### src/mlkem_ciphertext_unpack_defines.svh
// assertion macros for the ciphertext unpacker
`ifndef MLKEM_CIPHERTEXT_UNPACK_DEFINES_SVH
`define MLKEM_CIPHERTEXT_UNPACK_DEFINES_SVH

// same-cycle implication, checked outside reset
`define CHK_NOW(name, ante, cons) \
    name: assert property (@(posedge i_clk) disable iff (!i_rst_n) (ante) |-> (cons)) \
        else $error("ciphertext unpack check failed");

// next-cycle implication, checked outside reset
`define CHK_NEXT(name, ante, cons) \
    name: assert property (@(posedge i_clk) disable iff (!i_rst_n) (ante) |=> (cons)) \
        else $error("ciphertext unpack check failed");

`endif

### src/mlkcu_pkg.sv
// types, constants and helper functions of the ciphertext unpacker
`timescale 1ns / 1ps
`default_nettype none

package mlkcu_pkg;

    localparam int COEFS_PER_POLY = 256;
    localparam logic [7:0] COEF_LAST = 8'(COEFS_PER_POLY - 1);
    localparam logic [2:0] MAX_U_POLYS = 3'd4;
    localparam logic [11:0] KYBER_Q = 12'd3329;
    localparam logic [4:0] DU = 5'd11;
    localparam logic [4:0] DV = 5'd5;
    localparam logic [4:0] FILL_LIMIT = 5'd10;

    // raw result queue
    localparam int Q_DEPTH = 4;
    localparam int Q_AW = $clog2(Q_DEPTH);
    localparam int Q_CW = $clog2(Q_DEPTH + 1);

    // one field taken from the bit buffer, with the state after it
    typedef struct packed {
        logic        take;
        logic [10:0] x;
        logic        v;
        logic        eoc;
        logic [2:0]  poly_at;
        logic [7:0]  coef_at;
        logic [17:0] bitbuf;
        logic [4:0]  bits;
        logic [2:0]  poly;
        logic [7:0]  coef;
    } t_field;

    // queued result before decompression
    typedef struct packed {
        logic [10:0] x;
        logic [2:0]  poly;
        logic [7:0]  coef;
        logic        v;
        logic        eoc;
        logic        last;
    } t_raw;

    // clamp the programmed count into 1..MAX_U_POLYS
    function automatic logic [2:0] eff_count(input logic [2:0] cfg);
        logic [2:0] c;
        c = cfg;
        if (c == 3'd0) c = 3'd1;
        if (c > MAX_U_POLYS) c = MAX_U_POLYS;
        return c;
    endfunction

    // try to take one 11-bit or 5-bit field and advance the counters
    function automatic t_field take_field(input logic [17:0] bitbuf, input logic [4:0] bits,
                                          input logic [2:0] poly, input logic [7:0] coef,
                                          input logic [2:0] cnt);
        t_field     f;
        logic       v;
        logic [4:0] d;
        v         = (poly >= cnt);
        d         = v ? DV : DU;
        f.take    = (bits >= d);
        f.v       = v;
        f.eoc     = v && (coef == COEF_LAST);
        f.poly_at = poly;
        f.coef_at = coef;
        f.x       = v ? {6'd0, bitbuf[4:0]} : bitbuf[10:0];
        f.bitbuf  = bitbuf;
        f.bits    = bits;
        f.poly    = poly;
        f.coef    = coef;
        if (f.take) begin
            f.bitbuf = v ? (bitbuf >> DV) : (bitbuf >> DU);
            f.bits   = bits - d;
            if (coef >= COEF_LAST) begin
                f.coef = 8'd0;
                f.poly = v ? 3'd0 : poly + 3'd1;
            end else begin
                f.coef = coef + 8'd1;
            end
        end
        return f;
    endfunction

    // (x*q + half) >> d for the two field widths
    function automatic logic [11:0] decompress(input logic [10:0] x, input logic v);
        logic [22:0] p;
        p = 23'(x) * 23'(KYBER_Q) + (v ? 23'd16 : 23'd1024);
        return v ? p[16:5] : p[22:11];
    endfunction

endpackage

`default_nettype wire

### src/mlkem_ciphertext_unpack.sv
// ciphertext byte decode and decompress, du 11 and dv 5
//
//  channel | direction | handshake          | payload
//  --------+-----------+--------------------+-------------------------------------------
//  input   | in        | i_valid / o_stall  | i_cipher_byte, i_start_new
//  result  | out       | o_valid / i_stall  | o_coefficient, o_poly_index, o_coef_index,
//          |           |                    | o_is_v, o_end_of_ciphertext, o_last_of_item
//  config  | in        | i_cfg_we           | i_cfg_data (u polynomial count)
//
// a byte is accepted while o_stall is low and its 0..2 fields go into a 4-entry raw queue
// one result leaves per cycle through the output register while i_stall is low, so new
// bytes can be accepted while fields of earlier bytes still wait in the queue
// synchronous active-low reset empties the queue and clears buffer and counters
// o_stall rises while fewer than two queue entries are free
`timescale 1ns / 1ps
`default_nettype none
`include "mlkem_ciphertext_unpack_defines.svh"

module mlkem_ciphertext_unpack (
    input  wire logic        i_clk,
    input  wire logic        i_rst_n,
    input  wire logic        i_cfg_we,
    input  wire logic [2:0]  i_cfg_data,
    input  wire logic        i_valid,
    output logic             o_stall,
    input  wire logic [7:0]  i_cipher_byte,
    input  wire logic        i_start_new,
    output logic             o_valid,
    input  wire logic        i_stall,
    output logic [11:0]      o_coefficient,
    output logic [2:0]       o_poly_index,
    output logic [7:0]       o_coef_index,
    output logic             o_is_v,
    output logic             o_end_of_ciphertext,
    output logic             o_last_of_item
);

    logic [2:0]  r_cfg;
    logic [17:0] r_bitbuf, n_bitbuf;
    logic [4:0]  r_bits, n_bits;
    logic [2:0]  r_poly, n_poly;
    logic [7:0]  r_coef, n_coef;

    mlkcu_pkg::t_raw r_q [mlkcu_pkg::Q_DEPTH];
    logic [mlkcu_pkg::Q_AW-1:0] r_wr, r_rd;
    logic [mlkcu_pkg::Q_CW-1:0] r_count, n_count;

    logic        r_o_valid;
    logic [11:0] r_coefficient;
    logic [2:0]  r_poly_index;
    logic [7:0]  r_coef_index;
    logic        r_is_v, r_eoc, r_last;

    logic            acc, push0, push1, pop;
    logic [17:0]     b0, b1;
    logic [4:0]      h0, h1;
    logic [2:0]      p0, cnt;
    logic [7:0]      c0;
    mlkcu_pkg::t_field f1, f2;
    mlkcu_pkg::t_raw   e0, e1, head;

    assign acc     = i_valid && !o_stall;
    assign o_stall = (r_count > mlkcu_pkg::Q_CW'(mlkcu_pkg::Q_DEPTH - 2));
    assign cnt     = mlkcu_pkg::eff_count(r_cfg);

    // start flag, byte insert and up to two field extractions
    always_comb begin
        b0 = i_start_new ? 18'd0 : r_bitbuf;
        h0 = i_start_new ? 5'd0  : r_bits;
        p0 = i_start_new ? 3'd0  : r_poly;
        c0 = i_start_new ? 8'd0  : r_coef;
        if (h0 <= mlkcu_pkg::FILL_LIMIT) begin
            b1 = b0 | (18'(i_cipher_byte) << h0);
            h1 = h0 + 5'd8;
        end else begin
            b1 = b0;
            h1 = h0;
        end
        f1 = mlkcu_pkg::take_field(b1, h1, p0, c0, cnt);
        f2 = mlkcu_pkg::take_field(f1.bitbuf, f1.bits, f1.poly, f1.coef, cnt);
        push0 = acc && f1.take;
        push1 = acc && f1.take && f2.take;
        e0 = '{x: f1.x, poly: f1.poly_at, coef: f1.coef_at, v: f1.v, eoc: f1.eoc,
               last: !f2.take};
        e1 = '{x: f2.x, poly: f2.poly_at, coef: f2.coef_at, v: f2.v, eoc: f2.eoc,
               last: 1'b1};
        n_bitbuf = f2.bitbuf;
        n_bits   = f2.bits;
        n_poly   = f2.poly;
        n_coef   = f2.coef;
    end

    // queue head into the output register
    assign head    = r_q[r_rd];
    assign pop     = (r_count != '0) && (!r_o_valid || !i_stall);
    assign n_count = r_count + mlkcu_pkg::Q_CW'(push0) + mlkcu_pkg::Q_CW'(push1)
                     - mlkcu_pkg::Q_CW'(pop);

    // control state
    always_ff @(posedge i_clk) begin
        if (!i_rst_n) begin
            r_cfg     <= mlkcu_pkg::MAX_U_POLYS;
            r_bitbuf  <= '0;
            r_bits    <= '0;
            r_poly    <= '0;
            r_coef    <= '0;
            r_wr      <= '0;
            r_rd      <= '0;
            r_count   <= '0;
            r_o_valid <= 1'b0;
        end else begin
            if (i_cfg_we) r_cfg <= i_cfg_data;
            if (acc) begin
                r_bitbuf <= n_bitbuf;
                r_bits   <= n_bits;
                r_poly   <= n_poly;
                r_coef   <= n_coef;
            end
            r_wr    <= r_wr + mlkcu_pkg::Q_AW'(push0) + mlkcu_pkg::Q_AW'(push1);
            r_rd    <= r_rd + mlkcu_pkg::Q_AW'(pop);
            r_count <= n_count;
            if (pop) r_o_valid <= 1'b1;
            else if (!i_stall) r_o_valid <= 1'b0;
        end
    end

    // queue entries and result payload
    always_ff @(posedge i_clk) begin
        if (push0) r_q[r_wr] <= e0;
        if (push1) r_q[r_wr + mlkcu_pkg::Q_AW'(1)] <= e1;
        if (pop) begin
            r_coefficient <= mlkcu_pkg::decompress(head.x, head.v);
            r_poly_index  <= head.poly;
            r_coef_index  <= head.coef;
            r_is_v        <= head.v;
            r_eoc         <= head.eoc;
            r_last        <= head.last;
        end
    end

    assign o_valid             = r_o_valid;
    assign o_coefficient       = r_coefficient;
    assign o_poly_index        = r_poly_index;
    assign o_coef_index        = r_coef_index;
    assign o_is_v              = r_is_v;
    assign o_end_of_ciphertext = r_eoc;
    assign o_last_of_item      = r_last;

    // checks
    `CHK_NOW(a_q_bound, 1'b1, r_count <= mlkcu_pkg::Q_CW'(mlkcu_pkg::Q_DEPTH))
    `CHK_NOW(a_coef_range, r_o_valid, r_coefficient < mlkcu_pkg::KYBER_Q)
    `CHK_NOW(a_eoc_pos, r_o_valid && r_eoc, r_is_v && (r_coef_index == mlkcu_pkg::COEF_LAST))
    `CHK_NEXT(a_drain, (r_count != '0) && !(r_o_valid && i_stall), r_o_valid)

endmodule

`default_nettype wire
### config.mk
export PLATFORM = sky130hd
export DESIGN_NAME = mlkem_ciphertext_unpack
export DESIGN_NICKNAME = d
export VERILOG_FILES = /design/src/mlkcu_pkg.sv /design/src/mlkem_ciphertext_unpack.sv
export VERILOG_INCLUDE_DIRS = /design/src /design/src/src
export SDC_FILE = /design/constraint.sdc
export NUM_CORES = 1
export LEC_CHECK = 0
export ABC_AREA = 1
export BUFFER_PORTS_ARGS = -buffer_cell sky130_fd_sc_hd__buf_2
export CAP_MARGIN = 20
export CORE_MARGIN = 10
export CORE_UTILIZATION = 40
export DETAILED_ROUTE_END_ITERATION = 10
export GPL_TIMING_DRIVEN = 0
export SYNTH_ARGS = -nofsm -noshare
export SYNTH_HDL_FRONTEND = slang
export SYNTH_SLANG_ARGS = --single-unit
export TNS_END_PERCENT = 20
### constraint.sdc
create_clock -name i_clk -period 8.1 [get_ports i_clk]
set_input_delay 0.81 -clock i_clk [delete_from_list [all_inputs] [get_ports i_clk]]
set_output_delay 0.81 -clock i_clk [all_outputs]
set_load 0.01 [all_outputs]
==> results.json <==
{
  "status": "complete, no violations",
  "synth.distinct_cells": 50,
  "syn2layout_area_growth_pct": 13.7,
  "fp-row-count": 61,
  "grt_overflow": 0,
  "hold_buffers": 0,
  "wire_per_inst_microns": 18.3,
  "yosysTopAreaCellShare_pct": 32.0,
  "reg2reg_depth": 46,
  "cpLargestDelayFamily": "simple AND/OR/NAND/NOR gates",
  "die_w_microns": 189,
  "synth_flop_cell": "edfxtp_1",
  "hold_path_class": "reg -> reg",
  "yosysSeqAreaShare_pct": 40.6,
  "synth.largest_area_cell": "edfxtp_1",
  "yosysWarnings": 0,
  "endpoint": "r_count[2]",
  "dieArea_sq_mm": 0.0358,
  "grt_pass1_wl_microns": 54700,
  "period_needed_ps": 7550,
  "synth_top_family_by_area": "simple AND/OR/NAND/NOR gates",
  "clockBufferDepth": 2,
  "die_h_microns": 189,
  "synth_fp_nets": 1559,
  "critPathMostFrequentCell": "nand2_1",
  "synth_compound_gate_area_share_pct": 15.3,
  "synth_most_common_cell": "nand2_1",
  "syn_area_sq_mm": 0.0114,
  "synth-seq-cells": 171,
  "r2r-end": "r_count[2]",
  "path_buf_inv": 15,
  "synth_cells": 1448,
  "synth_common_cells": "nand2_1 (348), inv_1 (174), edfxtp_1 (122)",
  "drive_gt1_share_pct": 9.97,
  "finClkSkew_ps": 21.0,
  "critPathArrivalTime_ps": 7860,
  "report.final.slew_viol_count": 0,
  "grt_pass1_vias": 9983,
  "via_count": 10500,
  "hpwl_microns": 25900,
  "routed_via_density": 5.52,
  "finalWirelength_microns": 34900,
  "firstDrtPassIters": 5,
  "worst_pin_slew_ps": 809,
  "cp-startpoint": "i_start_new",
  "synthMuxAreaShare_pct": 0.0875,
  "synthAdderAreaFrac_pct": 10.9,
  "drc": 0,
  "crit_fanout": 10,
  "port_buffers": 44,
  "grt_max_degree": 27,
  "drt_iter0_markers": 1129,
  "antenna_found_initial": 0,
  "cts_tree": "built",
  "hold_path_startpoint": "r_cfg[0]",
  "final_hold_viol_count": 0,
  "yosys.area_share.xor_xnor_pct": 2.06,
  "reg2reg_from": "r_bits[4]",
  "antenna_cells": 0,
  "htreeDepth": 4,
  "crit_required_ps": 8400,
  "io_pins": 45,
  "start_util_pct": 40.8,
  "synth-async-reset-ratio_pct": 0,
  "synth_edf_count": 122,
  "maxSlewHeadroom_pct": 45.9,
  "numCtsBuffers": 17,
  "cap_violations": 0,
  "grt.total_usage_pct": 19.3,
  "core_sq_mm": 0.0280,
  "post_synth_and_or_nand_nor_area_fraction_pct": 22.3,
  "rsz0062_at_grt": "false",
  "setup.worst_path.class": "in -> reg",
  "final_nets": 1632,
  "synth.avg_cell_area_sq_um": 7.90,
  "hold_depth": 2,
  "start_kind": "input port",
  "dp.cells": 1875,
  "fin_cells": 1912,
  "max_stage_delay_ps": 380,
  "cts-root-buf": "clkbuf_16",
  "place_congestion": 0.953,
  "path_clk_slew_ps": 80,
  "slowest_stage": "fa_1",
  "cp-end-kind": "register",
  "fmax_ghz": 0.132,
  "ant_nets": 0,
  "yosys-top-cells-area": "edfxtp_1 (32%), nand2_1 (11%), ha_1 (9.2%)",
  "clk_latency_ps": 450,
  "critical_path_depth": 47,
  "rrSetupSlack_ps": 890,
  "finalSetupViolCount": 0,
  "fin_crit_sh_pct": 93.3,
  "holdWs_ps": 462,
  "cts.sinks": 171
}
[worst min-delay path: stages, from the launching register on]
cell and delay [ps]:
dfxtp_1 300, inv_1 60, a21oi_1 60
[kinds of logic (layout without fill, tap and decap cells)]
kind of cell	after synthesis	after routing
DFF	171	171
xor gates and xnor gates	26	26
buffers and inverters	248	334
adders and majority gates	94	94
AOI/OAI and AO/OA	305	305
and+or+nand+nor	603	603
muxes	1	1
[registers in the layout (all words and copies together), names as in the netlist, 3 cells and up]
name and cells:
r_cfg 3, o_poly_index 3, o_coef_index 8, o_coefficient 12, r_coef 8, r_poly 3, r_count 3, r_bitbuf 18
r_q 100, r_bits 5
[layout by cell type, fill, tap and decap left out, types with 12 or more instances in the layout]
cell / n
o21ai_0: 102
ha_1: 84
o21ai_1: 12
inv_1: 172
edfxtp_1: 122
nand3_1: 94
nand4_1: 16
clkbuf_16: 17
buf_2: 55
nor2_1: 112
a21oi_1: 55
dfxtp_1: 49
clkbuf_1: 35
o22ai_1: 95
xor2_1: 16
nand2_1: 345
[metrics by stage]
| stage | TNS, ps | instance area, sq um | worst slack, ps | util, % |
|---|---|---|---|---|
| global placement | -237390 | 12100 | -1550 | 43.3 |
| detailed placement | -215500 | 12300 | -1550 | 43.8 |
| finish | 0 | 13000 | 545 | 46.4 |
| floorplan | 0 | 11400 | 977 | - |
| global route | 0 | 13000 | 46.0 | 46.4 |
| CTS | 0 | 12900 | 36.8 | 46.2 |
[per-layer routing]
layer	vias to the layer above	GRT usage [%]	share of wire, %
li1	5086	-	-
met1	4900	25.3	43
met2	496	30.7	45
met3	66	3.93	9.4
met4	0	7.08	2.6
met5	-	0	0
[cell type report]
| class | instances | area (sq um) |
|---|---|---|
| Buffer | 62 | 307 |
| Clock buffer | 17 | 425 |
| Multi-Input combinational cell | 1029 | 5850 |
| Clock inverter | 15 | 209 |
| Inverter | 186 | 701 |
| Fill cell | 2757 | 15000 |
| Timing Repair Buffer | 54 | 388 |
| Tap cell | 378 | 473 |
| Sequential cell | 171 | 4640 |
[what timing repair did]
| item | 4_1_cts | 5_1_grt |
|---|---|---|
| setup endpoints to repair | 234 | 94 |
| pin swaps | 0 | 1 |
| gates resized for setup | 7 | 13 |
| buffers inserted | 1 | 4 |
| hold endpoints to repair | 0 | 0 |
[worst min-delay path by stage]
stage           endpoint  slack, ps
2_1_floorplan   r_cfg[0]        430
3_3_place_gp   r_q[2][0]        440
3_5_place_dp   r_q[1][0]        450
4_1_cts         r_cfg[0]        470
5_1_grt        r_q[1][0]        480
6_report        r_cfg[0]        460
Power is not shown: default switching activity piles up to over one toggle a cycle in this logic, so the estimate is an artifact.
